[config.mk]
export PLATFORM = sky130hd
export DESIGN_NAME = message_field_filter_core
export DESIGN_NICKNAME = d
export VERILOG_FILES = /design/src/sv/mff_pkg.sv /design/src/sv/message_field_filter_core.sv /design/src/sv/mff_accum.sv /design/src/sv/mff_verdict.sv /design/src/sv/mff_out_buf.sv
export SDC_FILE = /design/constraint.sdc
export NUM_CORES = 1
export LEC_CHECK = 0
export BUFFER_PORTS_ARGS = -buffer_cell sky130_fd_sc_hd__clkbuf_2
export CORE_MARGIN = 2
export CORE_UTILIZATION = 65
export DETAILED_ROUTE_END_ITERATION = 12
export GPL_TIMING_DRIVEN = 0
export PLACE_DENSITY = 0.92
export SYNTH_ARGS = -nofsm -noshare
export SYNTH_HDL_FRONTEND = slang
export SYNTH_SLANG_ARGS = --single-unit
[constraint.sdc]
create_clock -name clk -period 21.9 [get_ports clk]
set_input_delay 4.38 -clock clk [delete_from_list [all_inputs] [get_ports clk]]
set_output_delay 4.38 -clock clk [all_outputs]
set_load 0.05 [all_outputs]
[src/sv/mff_pkg.sv]
`timescale 1ns / 1ps

package mff_pkg;

    localparam int TEMPLATE_BYTES = 8;
    localparam int SIZE_BITS      = 16;
    localparam int TB_IDX_BITS    = (TEMPLATE_BYTES > 1) ? $clog2(TEMPLATE_BYTES) : 1;
    localparam int LEN_W          = ((SIZE_BITS > 16) ? SIZE_BITS : 16) + 1;
    localparam logic [SIZE_BITS-1:0] SIZE_MAX = {SIZE_BITS{1'b1}};

    localparam logic [1:0] MODE_TEMPLATE = 2'd0;
    localparam logic [1:0] MODE_RANGE    = 2'd1;
    localparam logic [1:0] MODE_SLICE    = 2'd2;

    localparam logic [2:0] CFG_FILTER_MODE     = 3'd0;
    localparam logic [2:0] CFG_REQUIRED_LENGTH = 3'd1;
    localparam logic [2:0] CFG_FIELD_OFFSET    = 3'd2;
    localparam logic [2:0] CFG_COMPARE_COUNT   = 3'd3;
    localparam logic [2:0] CFG_TEMPLATE_BYTES  = 3'd4;
    localparam logic [2:0] CFG_RANGE_START     = 3'd5;
    localparam logic [2:0] CFG_RANGE_WIDTH     = 3'd6;
    localparam logic [2:0] CFG_SLICE_SIZE      = 3'd7;

    typedef struct packed {
        logic [1:0]  filter_mode;
        logic [15:0] required_length;
        logic [15:0] field_offset;
        logic [3:0]  compare_count;
        logic [63:0] template_bytes;
        logic [31:0] range_start;
        logic [31:0] range_width;
        logic [15:0] slice_size;
    } cfg_t;

    typedef struct packed {
        logic [SIZE_BITS-1:0] size;
        logic                 overflow;
        logic                 template_equal;
        logic [31:0]          range_word;
    } msg_t;

    typedef struct packed {
        logic        matched;
        logic [15:0] slice_start;
        logic [15:0] slice_length;
        logic [15:0] message_size;
        logic        size_overflow;
    } result_t;

    function automatic logic [3:0] eff_count(input logic [3:0] cc);
        return (cc > 4'(TEMPLATE_BYTES)) ? 4'(TEMPLATE_BYTES) : cc;
    endfunction

endpackage

[src/sv/message_field_filter_core.sv]
`timescale 1ns / 1ps
// result path: the last byte passes the input register, then its verdict is registered in the output buffer
// throughput: one byte per cycle unless the input stalls
// input stalls only on a last byte while two finished results wait at the output buffer
// reset: rst_n clears all configuration registers to zero and the message counters
// to their start values; output buffer comes up empty

module message_field_filter_core
    import mff_pkg::*;
(
    input  logic        clk,
    input  logic        rst_n,
    input  logic        cfg_we,
    input  logic [2:0]  cfg_index,
    input  logic [63:0] cfg_data,
    input  logic        in_valid,
    output logic        in_stall,
    input  logic [7:0]  data_byte,
    input  logic        last_byte,
    output logic        out_valid,
    input  logic        out_stall,
    output logic        matched,
    output logic [15:0] slice_start,
    output logic [15:0] slice_length,
    output logic [15:0] message_size,
    output logic        size_overflow
);

    cfg_t       cfg_reg;
    logic       in_valid_reg;
    logic [7:0] data_reg;
    logic       last_reg;
    logic       buf_full;
    logic       fire;
    logic       accept;
    msg_t       msg_next;
    result_t    result;
    result_t    out_data;

    assign fire     = in_valid_reg && (!last_reg || !buf_full);
    assign in_stall = in_valid_reg && last_reg && buf_full;
    assign accept   = in_valid && !in_stall;

    always_ff @(posedge clk or negedge rst_n)
    begin
        if (!rst_n)
        begin
            cfg_reg <= '0;
        end
        else if (cfg_we)
        begin
            case (cfg_index)
                CFG_FILTER_MODE:     cfg_reg.filter_mode     <= cfg_data[1:0];
                CFG_REQUIRED_LENGTH: cfg_reg.required_length <= cfg_data[15:0];
                CFG_FIELD_OFFSET:    cfg_reg.field_offset    <= cfg_data[15:0];
                CFG_COMPARE_COUNT:   cfg_reg.compare_count   <= cfg_data[3:0];
                CFG_TEMPLATE_BYTES:  cfg_reg.template_bytes  <= cfg_data;
                CFG_RANGE_START:     cfg_reg.range_start     <= cfg_data[31:0];
                CFG_RANGE_WIDTH:     cfg_reg.range_width     <= cfg_data[31:0];
                CFG_SLICE_SIZE:      cfg_reg.slice_size      <= cfg_data[15:0];
                default:             cfg_reg                 <= cfg_reg;
            endcase
        end
    end

    always_ff @(posedge clk or negedge rst_n)
    begin
        if (!rst_n)
        begin
            in_valid_reg <= 1'b0;
        end
        else if (accept)
        begin
            in_valid_reg <= 1'b1;
        end
        else if (fire)
        begin
            in_valid_reg <= 1'b0;
        end
    end

    always_ff @(posedge clk)
    begin
        if (accept)
        begin
            data_reg <= data_byte;
            last_reg <= last_byte;
        end
    end

    mff_accum u_accum (
        .clk       (clk),
        .rst_n     (rst_n),
        .cfg       (cfg_reg),
        .fire      (fire),
        .data_byte (data_reg),
        .last_byte (last_reg),
        .msg_next  (msg_next)
    );

    mff_verdict u_verdict (
        .cfg    (cfg_reg),
        .msg    (msg_next),
        .result (result)
    );

    mff_out_buf u_out_buf (
        .clk       (clk),
        .rst_n     (rst_n),
        .push      (fire && last_reg),
        .push_data (result),
        .out_stall (out_stall),
        .out_valid (out_valid),
        .out_data  (out_data),
        .full      (buf_full)
    );

    assign matched       = out_data.matched;
    assign slice_start   = out_data.slice_start;
    assign slice_length  = out_data.slice_length;
    assign message_size  = out_data.message_size;
    assign size_overflow = out_data.size_overflow;

endmodule

[src/sv/mff_accum.sv]
`timescale 1ns / 1ps

module mff_accum
    import mff_pkg::*;
(
    input  logic       clk,
    input  logic       rst_n,
    input  cfg_t       cfg,
    input  logic       fire,
    input  logic [7:0] data_byte,
    input  logic       last_byte,
    output msg_t       msg_next
);

    msg_t                   msg_reg;
    logic [LEN_W-1:0]       pos_w;
    logic [LEN_W-1:0]       off_w;
    logic [LEN_W-1:0]       rel;
    logic [TB_IDX_BITS-1:0] tb_idx;
    logic [7:0]             tb_byte;
    logic [3:0]             eff;

    assign pos_w   = LEN_W'(msg_reg.size);
    assign off_w   = LEN_W'(cfg.field_offset);
    assign rel     = pos_w - off_w;
    assign tb_idx  = rel[TB_IDX_BITS-1:0];
    assign tb_byte = cfg.template_bytes[{tb_idx, 3'b000} +: 8];
    assign eff     = eff_count(cfg.compare_count);

    always_comb
    begin
        msg_next = msg_reg;
        if (msg_reg.size == SIZE_MAX)
        begin
            msg_next.overflow = 1'b1;
        end
        else
        begin
            msg_next.size = msg_reg.size + SIZE_BITS'(1);
            if (pos_w >= off_w)
            begin
                if (cfg.filter_mode == MODE_TEMPLATE && rel < LEN_W'(eff))
                begin
                    if (tb_byte != data_byte)
                    begin
                        msg_next.template_equal = 1'b0;
                    end
                end
                else if (cfg.filter_mode == MODE_RANGE && rel < LEN_W'(4))
                begin
                    msg_next.range_word[{rel[1:0], 3'b000} +: 8] =
                        msg_reg.range_word[{rel[1:0], 3'b000} +: 8] | data_byte;
                end
            end
        end
    end

    always_ff @(posedge clk or negedge rst_n)
    begin
        if (!rst_n)
        begin
            msg_reg <= '{size: '0, overflow: 1'b0, template_equal: 1'b1, range_word: '0};
        end
        else if (fire)
        begin
            if (last_byte)
            begin
                msg_reg <= '{size: '0, overflow: 1'b0, template_equal: 1'b1,
                             range_word: '0};
            end
            else
            begin
                msg_reg <= msg_next;
            end
        end
    end

    a_ovf_at_max: assert property (@(posedge clk) disable iff (!rst_n)
        msg_reg.overflow |-> msg_reg.size == SIZE_MAX)
        else $error("overflow flag set below counter maximum");

endmodule

[src/sv/mff_verdict.sv]
`timescale 1ns / 1ps

module mff_verdict
    import mff_pkg::*;
(
    input  cfg_t    cfg,
    input  msg_t    msg,
    output result_t result
);

    logic [LEN_W-1:0] size_w;
    logic [LEN_W-1:0] off_w;
    logic [31:0]      word_diff;
    logic             ok;

    assign size_w    = LEN_W'(msg.size);
    assign off_w     = LEN_W'(cfg.field_offset);
    assign word_diff = msg.range_word - cfg.range_start;

    always_comb
    begin
        ok                  = !msg.overflow;
        result.slice_start  = '0;
        result.slice_length = 16'(msg.size);
        if (cfg.required_length != '0 && size_w != LEN_W'(cfg.required_length))
        begin
            ok = 1'b0;
        end
        case (cfg.filter_mode)
            MODE_TEMPLATE:
            begin
                if (size_w < off_w + LEN_W'(eff_count(cfg.compare_count))
                    || !msg.template_equal)
                begin
                    ok = 1'b0;
                end
            end
            MODE_RANGE:
            begin
                if (size_w < off_w + LEN_W'(4) || !(word_diff < cfg.range_width))
                begin
                    ok = 1'b0;
                end
            end
            MODE_SLICE:
            begin
                result.slice_start  = cfg.field_offset;
                result.slice_length = cfg.slice_size;
                if (size_w < off_w + LEN_W'(cfg.slice_size))
                begin
                    ok = 1'b0;
                end
            end
            default:
            begin
                ok = 1'b0;
            end
        endcase
        result.matched       = ok;
        result.message_size  = 16'(msg.size);
        result.size_overflow = msg.overflow;
    end

endmodule

[src/sv/mff_out_buf.sv]
`timescale 1ns / 1ps

module mff_out_buf
    import mff_pkg::*;
(
    input  logic    clk,
    input  logic    rst_n,
    input  logic    push,
    input  result_t push_data,
    input  logic    out_stall,
    output logic    out_valid,
    output result_t out_data,
    output logic    full
);

    logic    main_valid_reg;
    logic    skid_valid_reg;
    result_t main_reg;
    result_t skid_reg;
    logic    pop;

    assign pop       = main_valid_reg && !out_stall;
    assign out_valid = main_valid_reg;
    assign out_data  = main_reg;
    assign full      = skid_valid_reg;

    always_ff @(posedge clk or negedge rst_n)
    begin
        if (!rst_n)
        begin
            main_valid_reg <= 1'b0;
            skid_valid_reg <= 1'b0;
        end
        else if (skid_valid_reg)
        begin
            if (pop)
            begin
                main_valid_reg <= 1'b1;
                skid_valid_reg <= 1'b0;
            end
        end
        else if (!main_valid_reg || pop)
        begin
            main_valid_reg <= push;
        end
        else if (push)
        begin
            skid_valid_reg <= 1'b1;
        end
    end

    always_ff @(posedge clk)
    begin
        if (skid_valid_reg)
        begin
            if (pop)
            begin
                main_reg <= skid_reg;
            end
        end
        else if (!main_valid_reg || pop)
        begin
            main_reg <= push_data;
        end
        else if (push)
        begin
            skid_reg <= push_data;
        end
    end

    a_skid_needs_main: assert property (@(posedge clk) disable iff (!rst_n)
        skid_valid_reg |-> main_valid_reg)
        else $error("skid entry held without a main entry");

    a_no_push_when_full: assert property (@(posedge clk) disable iff (!rst_n)
        skid_valid_reg |-> !push)
        else $error("result pushed into a full buffer");

endmodule

# --- After elaboration in Yosys (flattened, before gate mapping) ---
# Cells that the tools add are included.
op_classes:
  add_sub_neg: 7
  order_cmp: 8
  n_eq_ne: 13
  n_shift: 4
  muxes: 29
  n_bitwise: 3
  n_reduce_logical: 36
ops:
  columns: ["operator", "count"]
  rows:
  - ["50-bit 2-to-1 mux", 4]
  - ["32-bit 2-to-1 mux", 3]
  - ["33-bit 2-to-1 mux", 2]
  - ["64-bit by 7-bit variable part select with 8-bit output", 1]
  - ["16-bit by 17-bit less-than comparator with 1-bit output", 3]
  - ["32-bit bitwise mux", 1]
  - ["32-bit less-than comparator", 1]
  - ["8-bit by 7-bit variable shift with 32-bit output, first input constant", 1]
  - ["32-bit by 6-bit variable part select with 8-bit output", 1]
  - ["8-bit by 7-bit variable part select with 32-bit output", 1]
  - ["32-bit subtractor", 1]
  - ["2-bit AND reduction", 9]
  - ["16-bit by 16-bit adder with 17-bit output", 1]
  - ["16-bit by 3-bit adder with 17-bit output, second input constant", 1]
  - ["16-bit by 4-bit adder with 17-bit output", 1]
  - ["17-bit by 3-bit less-than comparator with 1-bit output, second input constant", 1]
  - ["17-bit by 4-bit less-than comparator with 1-bit output", 1]
  - ["16-bit by 16-bit subtractor with 17-bit output", 1]
  - ["16-bit by 1-bit adder with 16-bit output, second input constant", 1]
  - ["16-bit == test, second input constant", 1]
  - ["16-bit greater-or-equal comparator", 1]
  - ["1-bit 2-to-1 mux", 16]
  - ["16-bit 2-to-1 mux", 1]
  - ["16-bit inequality test", 1]
  - ["21 further kinds", 45]
word_totals:
  register_bits: 344
  input_bits: 81
  word_cells: 127

# --- Longest topological paths before layout ---
# Gate-level depths: netlist (run 1).
logic_depth:
  ltp_word: 17
  ltp_mapped: 35
  mapped_depth_nobuf: 33

# --- Cells and area by module ---
# Synthesis (run 1) repeated with hierarchy kept, for this count alone.
hier_totals:
  cells_unflattened: 1947
  area_unflattened_um2: 22445.3
by_module_without_submodules:
  columns: ["module", "instances", "cells_each", "area_per_inst_um2"]
  rows:
  - ["message_field_filter_core", 1, 411, 7548.5]
  - ["mff_accum", 1, 655, 5624.1]
  - ["mff_verdict", 1, 714, 5338.9]
  - ["mff_out_buf", 1, 167, 3933.8]

# --- Worst setup path before layout (run 1) ---
# Ideal clock, no wire load.
synth_path:
  path_type: "input to register"
  start: "input port out_stall"
  end: "register u_out_buf.skid_reg[0] (netlist bit) (enable)"
  setup_time_ns: 0.519
  arrival_time_ns: 7.853
  path_slack_ns: 13.527
  cell_stages: 2
  n_path_buf: 0
  cell_sequence: "nand2_1 -> nor3_1"
synth_between:
  elab_chain_cells: 5
synth_lines:
  columns: ["item", "line", "text"]
  rows:
  - ["start, declared", "message_field_filter_core.sv:21", "input logic out_stall,"]
  - ["1-bit logical NOT", "mff_out_buf.sv:22", "assign pop = main_valid_reg && !out_stall;"]
  - ["1-bit logical AND", "mff_out_buf.sv:22", null]
  - ["1-bit logical OR", "mff_out_buf.sv:61", "else if (!main_valid_reg || pop)"]
  - ["1-bit inverter (no source line)", null, null]
  - ["3-bit AND reduction (no source line)", null, null]
  - ["end signal, assigned", "mff_out_buf.sv:67", "skid_reg <= push_data;"]
  - ["end, declared", "mff_out_buf.sv:19", "result_t skid_reg;"]
# Every way passes these cells.
# A chain may end at the register's enable or synchronous reset.

# --- Worst setup path in the final report (run 1) ---
layout_path:
  start: "register cfg_reg[152] (netlist bit)"
  end: "register u_out_buf.main_reg, in the netlist u_out_buf.out_data[49] (data pin)"
layout_between:
  elab_chain_cells: 15
  elab_cells_between_ends: 29
layout_lines:
  columns: ["item", "line", "text"]
  rows:
  - ["start, declared", "message_field_filter_core.sv:29", "cfg_t cfg_reg;"]
  - ["start signal, assigned", "message_field_filter_core.sv:61", "default: cfg_reg <= cfg_reg;"]
  - ["16-bit by 16-bit subtractor with 17-bit output", "mff_accum.sv:25", "assign rel = pos_w - off_w;"]
  - ["17-bit by 3-bit less-than comparator with 1-bit output", "mff_accum.sv:49", "else if (cfg.filter_mode == MODE_RANGE && rel < LEN_W'(4))"]
  - ["1-bit logical AND", "mff_accum.sv:49", null]
  - ["32-bit 2-to-1 mux", "mff_accum.sv:49", null]
  - ["32-bit 2-to-1 mux", "mff_accum.sv:42", "if (cfg.filter_mode == MODE_TEMPLATE && rel < LEN_W'(eff))"]
  - ["33-bit 2-to-1 mux", "mff_accum.sv:40", "if (pos_w >= off_w)"]
  - ["33-bit 2-to-1 mux", "mff_accum.sv:33", "if (msg_reg.size == SIZE_MAX)"]
  - ["32-bit subtractor", "mff_verdict.sv:18", "assign word_diff = msg.range_word - cfg.range_start;"]
  - ["32-bit less-than comparator", "mff_verdict.sv:40", "if (size_w < off_w + LEN_W'(4) || !(word_diff < cfg.range_width))"]
  - ["1-bit logical NOT", "mff_verdict.sv:40", null]
  - ["1-bit logical OR", "mff_verdict.sv:40", null]
  - ["1-bit 2-to-1 mux", "mff_verdict.sv:40", null]
  - ["1-bit one-hot mux with 3 select lines (*)", "mff_verdict.sv:29", "case (cfg.filter_mode)"]
  - ["50-bit 2-to-1 mux (*)", "mff_out_buf.sv:61", null]
  - ["50-bit 2-to-1 mux (*)", "mff_out_buf.sv:54", "if (skid_valid_reg)"]
  - ["end signal, assigned", "mff_out_buf.sv:58", "main_reg <= skid_reg;"]
  - ["end signal, assigned", "mff_out_buf.sv:63", "main_reg <= push_data;"]
  - ["end, declared", "mff_out_buf.sv:18", "result_t main_reg;"]
# Every way passes the cells marked *; elsewhere a longest branch is shown, timed or not. The select of a mux whose other input is x is not followed.

==> results of run 1 <==
## worst max-delay path: cells and delay by family (launching register included)
family	cells	cell delay (ns)
AOI/OAI and AO/OA	21	6.21
adders and majority gates	3	1.18
and+or+nand+nor	5	1.17
buffers and inverters	2	0.90
DFF	1	0.52
xor gates and xnor gates	1	0.10
## layout make-up
cell class / count / area (sq um)
multi-input combinational: 1415 / 11100
sequential: 344 / 9160
fill: 2089 / 8180
clock buffer: 48 / 1060
timing repair buffer: 137 / 790
tap: 402 / 503
inverter: 121 / 454
buffer: 71 / 279
clock inverter: 18 / 155
## cell families after synthesis
| logic type | Yosys count | share of synthesized area |
|---|---|---|
| xor gates and xnor gates | 92 | 0.0389 |
| buffers and inverters | 192 | 0.0350 |
| DFF | 344 | 0.438 |
| AOI/OAI and AO/OA | 440 | 0.139 |
| and+or+nand+nor | 491 | 0.115 |
| muxes | 235 | 0.139 |
| adders and majority gates | 157 | 0.0953 |
## final timing paths
check,from,endpoint,slack [ns],depth (start not counted)
setup / recovery,cfg_reg[152],u_out_buf.out_data[49],11.52,32
hold / removal,u_accum.msg_reg[32],u_accum.msg_reg[32],0.50,2
setup reg to reg,cfg_reg[152],u_out_buf.out_data[49],11.52,32
hold reg to reg,u_accum.msg_reg[32],u_accum.msg_reg[32],0.50,2
max in group asynchronous,rst_n,u_accum.msg_reg[32],16.85,3
min in group asynchronous,rst_n,cfg_reg[120],3.79,1
## power breakdown
group	leakage [nW]	total, W	internal [W]	switching, W
Combinational	6.02	0.000803	0.000318	0.000485
Sequential	4.03	0.000850	0.000771	0.0000790
Clock	0.604	0.000633	0.000368	0.000265
## cell usage in the layout (no fill, tap or decap), types with 12 or more instances in the layout
| cell | Yosys | layout |
|---|---|---|
| a211oi_1 | 13 | 13 |
| a21o_1 | 62 | 62 |
| a21oi_1 | 93 | 93 |
| and3_1 | 12 | 12 |
| clkbuf_1 | 62 | 68 |
| clkbuf_16 | 0 | 41 |
| clkbuf_2 | 0 | 127 |
| dfrtp_1 | 234 | 234 |
| edfxtp_1 | 109 | 109 |
| ha_1 | 153 | 153 |
| inv_1 | 117 | 117 |
| mux2_2 | 200 | 200 |
| mux4_2 | 24 | 24 |
| nand2_1 | 133 | 133 |
| nand2b_1 | 20 | 20 |
| nand3_1 | 40 | 40 |
| nand4_1 | 22 | 22 |
| nor2_1 | 119 | 119 |
| nor2b_1 | 15 | 15 |
| nor3_1 | 59 | 57 |
| nor4_1 | 12 | 12 |
| o211ai_1 | 13 | 13 |
| o21a_1 | 17 | 17 |
| o21ai_0 | 101 | 100 |
| o2bb2ai_1 | 33 | 33 |
| o31ai_1 | 24 | 24 |
| or3_1 | 15 | 15 |
| xnor2_1 | 69 | 69 |
| xor2_1 | 22 | 22 |
## per-layer routing
metal	up-vias	wire length [um]
met4	0	4340
met3	251	5240
met2	943	30100
met1	8269	23400
li1	7562	-
met5	-	0
## stage by stage
step | worst slack (ns) | power, W | util
floorplan | 13.53 | 0.00141 | -
global route | 11.25 | 0.00238 | 0.741
detailed placement | 11.90 | 0.00163 | 0.703
global placement | 11.88 | 0.00159 | 0.698
finish | 11.52 | 0.00229 | 0.741
CTS | 11.82 | 0.00227 | 0.741
==> metrics.cfg, run 1 <==
[sta]
setup_viol = 0
fmax_mhz = 96.3
finalSetupTns_ns = 0
slew_viol_final = 0
worst_slew_pin_slew_ns = 1.24
finalHoldViolations = 0
fin_crit_ns = 10.38
timing.hold.ws_ns = 0.503
rsz0062_at_grt = no
fin_skew_ns = 0.00959
relSlewSlack = 0.163
min_period_over_period = 0.474

[global_routing]
grt_use_met3 = 0.0608
grt_pass1_vias = 17000
grt_max_degree = 118
antenna_found_initial = 0
overflow = 0
top_usage_layer = met2
met2_usage = 0.636
use_met1 = 0.463
grt_pass1_wl_mm = 96.7
grt_use_total = 0.379

[clock_tree]
cts_tree = yes
clkLatencyLatePin_ns = 0.53
cts_hold_buffers = 0
ctsRootBufferMaster = clkbuf_16
postCtsResizedCells = 0
path_clk_slew_ns = 0.06
cts.sinks = 344
postCtsSetupBuffers = 0
cts_max_level = 2
clockBufferDepth = 3
cts_buffers = 37

[placed_design]
dpl_cell_area_sq_mm = 0.0222
numPortBuffers = 128
dpl.cell_count = 2490
gp_congestion = 1.01
place_hpwl_mm = 46.4

[die]
start_util = 0.661
die_x_um = 183
row_count = 65
coreArea_sq_mm = 0.0316
die_h_um = 183
io_pins = 133
dieArea_sq_mm = 0.0336

[routing]
drtAntennaViolNets = 0
drt-pass1-iter-count = 5
viasPerCell = 6.66
dr_total_vias = 17000
wirelength_mm = 63.1
drcViolationCount = 0
drt_iter0_drc = 1735
wl_per_cell_um = 24.7

[yosys]
yosysMostFrequentCell = dfrtp_1
synth_nets = 2189
yosys.area.top_type = dfrtp_1
synthTopCellsByArea = dfrtp_1 (28%), edfxtp_1 (16%), mux2_2 (11%)
syn_inst = 1951
synth_enable_flop_cells = 109
synth_area_sq_mm = 0.0209
synth_top_area_share = 0.280
synth_cell_types = 81
avgSynthCellArea_sq_um = 10.7
synthTopCellsByCount = dfrtp_1 (234), mux2_2 (200), ha_1 (153)
synth_ff_type = dfrtp_1
yosysWarnings = 0
ys_seq_area_frac = 0.438
ys_ff_latch = 344
ys_async_sr_fraction = 0.683

[power_and_ir_drop]
vdd_drop_max_uv = 83.0
p_leak_nw = 10.7
p_per_area_mw_per_mm2 = 97.4

[layout]
area_delta_synth_final_pct = 12.1
fin_cells = 2556
final_area_sq_mm = 0.0235
diodes = 0
largest_reg_flops = 182
nets = 2365
drive_gt1_frac = 0.208

[critical_path]
cpPeakStageDelay_ns = 0.72
crit_type = flip-flop to flip-flop
worstPathRequired_ns = 22.15
crit_top_cell = a21oi_1
cp-end-kind = flip-flop
crit_slowest_cell = o311ai_1
worstPathArrival_ns = 10.64
critPathMaxFanout = 10
startpoint_type = flip-flop

[run_status]
status = finished clean

[run]
maxCapViolCount = 0

[hold_path]
holdCritPathClass = flip-flop to flip-flop

Note: power is estimated with default switching activity, not from simulation.
==> run 2: changes to the inputs <==
--- a/config.mk
+++ b/config.mk
@@ -5,12 +5,13 @@
 export SDC_FILE = /design/constraint.sdc
 export NUM_CORES = 1
 export LEC_CHECK = 0
+export ABC_AREA = 1
 export BUFFER_PORTS_ARGS = -buffer_cell sky130_fd_sc_hd__clkbuf_2
 export CORE_MARGIN = 2
-export CORE_UTILIZATION = 65
+export CORE_UTILIZATION = 62
 export DETAILED_ROUTE_END_ITERATION = 12
 export GPL_TIMING_DRIVEN = 0
-export PLACE_DENSITY = 0.92
+export PLACE_DENSITY = 0.88
 export SYNTH_ARGS = -nofsm -noshare
 export SYNTH_HDL_FRONTEND = slang
 export SYNTH_SLANG_ARGS = --single-unit
==> constraint.sdc (replaced) <==
create_clock -name clk -period 9.8 [get_ports clk]
set_input_delay 1.96 -clock clk [delete_from_list [all_inputs] [get_ports clk]]
set_output_delay 1.96 -clock clk [all_outputs]
set_load 0.05 [all_outputs]
==> metrics.cfg, run 2 <==
[run_status]
status = finished clean  ; unchanged

[clock_tree]
postCtsSetupBuffers = 0  ; unchanged
clkLatencyLatePin_ns = 0.57  ; was 0.53 ns
ctsRootBufferMaster = clkbuf_16  ; unchanged
cts_buffers = 38  ; was 37
cts.sinks = 344  ; unchanged
clockBufferDepth = 3  ; unchanged
path_clk_slew_ns = 0.06  ; about the same
postCtsResizedCells = 0  ; unchanged
cts_max_level = 2  ; unchanged
cts_hold_buffers = 0  ; unchanged
cts_tree = yes  ; unchanged

[die]
dieArea_sq_mm = 0.0366  ; was 0.0336 sq mm
row_count = 68  ; was 65
coreArea_sq_mm = 0.0345  ; was 0.0316 sq mm
die_h_um = 191  ; was 183 um
start_util = 0.630  ; was 0.661
die_x_um = 191  ; was 183 um
io_pins = 133  ; unchanged

[yosys]
synth_area_sq_mm = 0.0217  ; was 0.0209 sq mm
synthTopCellsByArea = dfrtp_1 (27%), nand2_1 (16%), edfxtp_1 (15%)  ; was dfrtp_1 (28%), edfxtp_1 (16%), mux2_2 (11%)
synth_cell_types = 55  ; was 81
synthTopCellsByCount = nand2_1 (907), inv_1 (373), o21ai_0 (238)  ; was dfrtp_1 (234), mux2_2 (200), ha_1 (153)
avgSynthCellArea_sq_um = 7.64  ; was 10.7 sq um
synth_compound_area_frac = 0.123  ; was 0.139
synthAdderAreaFrac = 0.0917  ; was 0.0953
ys_ff_latch = 344  ; unchanged
synth_ff_type = dfrtp_1  ; unchanged
synth-simple-area-share = 0.250  ; was 0.115
ys_async_sr_fraction = 0.683  ; unchanged
yosysMostFrequentCell = nand2_1  ; was dfrtp_1
yosys.area.top_type = dfrtp_1  ; unchanged
synth_xor_area_frac = 0.0274  ; was 0.0389
synth_nets = 3083  ; was 2189
muxShareOfSynthArea = 0.00414  ; was 0.139
synth_top_family_by_area = simple AND/OR/NAND/NOR gates  ; was compound AO/OA/AOI/OAI gates
ys_seq_area_frac = 0.421  ; was 0.438
synth_top_area_share = 0.269  ; was 0.280
syn_inst = 2845  ; was 1951
synth_enable_flop_cells = 109  ; unchanged
yosysWarnings = 0  ; unchanged

[routing]
drt_iter0_drc = 1820  ; was 1735
drtAntennaViolNets = 0  ; unchanged
wl_per_cell_um = 19.2  ; was 24.7 um
dr_total_vias = 20400  ; was 17000
drcViolationCount = 0  ; unchanged
drt-pass1-iter-count = 8  ; was 5
viasPerCell = 5.82  ; was 6.66
wirelength_mm = 67.5  ; was 63.1 mm

[sta]
timing.hold.ws_ns = 0.487  ; was 0.503 ns
finalSetupTns_ns = 0  ; unchanged
fin_skew_ns = 0.0226  ; was 0.00959 ns
slew_viol_final = 0  ; unchanged
fmax_mhz = 114  ; was 96.3 MHz
worst_slew_pin_slew_ns = 0.961  ; was 1.24 ns
min_period_over_period = 0.895  ; was 0.474
setup_viol = 0  ; unchanged
relSlewSlack = 0.359  ; was 0.163
finalHoldViolations = 0  ; unchanged
fin_crit_ns = 8.77  ; was 10.38 ns
rsz0062_at_grt = no  ; unchanged

[layout]
largest_reg_flops = 182  ; unchanged
drive_gt1_frac = 0.0931  ; was 0.208
final_cell_mix = nand2_1 (907), inv_1 (373), o21ai_0 (238)  ; was dfrtp_1 (234), mux2_2 (200), ha_1 (153)
area_delta_synth_final_pct = 11.9  ; was 12.1%
final_common_cell = nand2_1  ; was dfrtp_1
nets = 3259  ; was 2365
fin_cells = 3508  ; was 2556
final_area_sq_mm = 0.0243  ; was 0.0235 sq mm

[global_routing]
grt_pass1_wl_mm = 105  ; was 96.7 mm
grt_max_degree = 111  ; was 118
overflow = 0  ; unchanged
antenna_found_initial = 1  ; was 0
grt_pass1_vias = 19900  ; was 17000
grt_use_total = 0.376  ; was 0.379

[placed_design]
numPortBuffers = 132  ; was 128
dpl_cell_area_sq_mm = 0.0231  ; was 0.0222 sq mm
dpl.cell_count = 3436  ; was 2490
place_hpwl_mm = 51.7  ; was 46.4 mm
gp_congestion = 0.966  ; was 1.01

[power_and_ir_drop]
p_per_area_mw_per_mm2 = 212  ; was 97.4 mW/mm^2
p_leak_nw = 12.2  ; was 10.7 nW
vdd_drop_max_uv = 200  ; was 83.0 uV

[critical_path]
crit_slowest_cell = fa_1  ; was o311ai_1
worstPathArrival_ns = 9.09  ; was 10.64 ns
cp-end-kind = flip-flop  ; unchanged
r2r_cells = 34  ; was 32
crit_top_cell = nand2_1  ; was a21oi_1
cpPeakStageDelay_ns = 0.70  ; was 0.72 ns
worstPathRequired_ns = 10.12  ; was 22.15 ns
crit_type = flip-flop to flip-flop  ; unchanged
critPathMaxFanout = 12  ; was 10
startpoint_type = flip-flop  ; unchanged

[hold_path]
holdCritPathClass = flip-flop to flip-flop  ; unchanged
hold_depth = 2  ; unchanged

[run]
maxCapViolCount = 0  ; unchanged

[run 2: cell count changes in the layout (fill, tap and decap cells not counted), moves of 25 or more]
cell,previous run,this run
o21ai_0,100,238
o21ai_2,0,31
inv_1,117,373
a21o_1,62,2
a21oi_1,93,142
xnor2_1,69,16
nand3_1,40,134
mux2_2,200,8
nor3_1,57,32
o2bb2ai_1,33,0
xor2_1,22,52
nand2_1,133,907
nor2_1,119,174
[run 2: routing by layer]
layer | GRT usage | wire [um] | share of wire | up-vias
met5 | 0 | 0 | 0 | -
met4 | 0.262 | 5270 | 0.078 | 0
met3 | 0.0643 | 5340 | 0.079 | 264
met2 | 0.614 | 31300 | 0.46 | 1006
met1 | 0.454 | 25600 | 0.38 | 9505
li1 | - | - | - | 9628
[run 2: area by class of cell]
class                           count  area (sq um)
Inverter                          383          1440
Clock buffer                       51          1040
Sequential cell                   344          9160
Buffer                             84           368
Multi-Input combinational cell   2034         10800
Antenna cell                        2          5.00
Fill cell                        2750         10200
Timing Repair Buffer              136           764
Clock inverter                     19           206
Tap cell                          455           569
[run 2: where the power goes]
part | switching [W] | internal (W) | total, W
combinational | 0.00130 | 0.000563 | 0.00187
sequential | 0.000144 | 0.00170 | 0.00184
clock | 0.000620 | 0.000834 | 0.00145
total | 0.00207 | 0.00309 | 0.00516
[run 2: through the flow]
step	setup WS (ns)	util	total power, W
floorplan	3.51	-	0.00311
global route	0.605	0.705	0.00544
detailed placement	1.37	0.668	0.00366
finish	1.03	0.705	0.00516
CTS	1.32	0.705	0.00512
global placement	1.40	0.665	0.00359
[run 2: path summary, 6_finish.rpt]
check                             start                      to  slack, ns
setup / recovery           cfg_reg[148]  u_out_buf.out_data[49]       1.03
min in group asynchronous         rst_n      u_accum.msg_reg[2]       1.25
hold reg to reg             cfg_reg[96]             cfg_reg[96]       0.49
hold / removal              cfg_reg[96]             cfg_reg[96]       0.49
max in group asynchronous         rst_n             cfg_reg[15]       7.27
setup reg to reg           cfg_reg[148]  u_out_buf.out_data[49]       1.03
[run 2: critical path, delay by kind of cell (launching register included)]
kind                       cells  cell delay, ns
AOI/OAI and AO/OA              8            1.76
adders and majority gates      5            2.08
buffers and inverters          5            1.74
DFF                            1            0.52
and+or+nand+nor               16            2.40
[run 2: cells by family after synthesis]
| logic type | count (synthesis) |
|---|---|
| muxes | 8 |
| xor gates and xnor gates | 68 |
| and+or+nand+nor | 1326 |
| buffers and inverters | 467 |
| AOI/OAI and AO/OA | 475 |
| DFF | 344 |
| adders and majority gates | 157 |
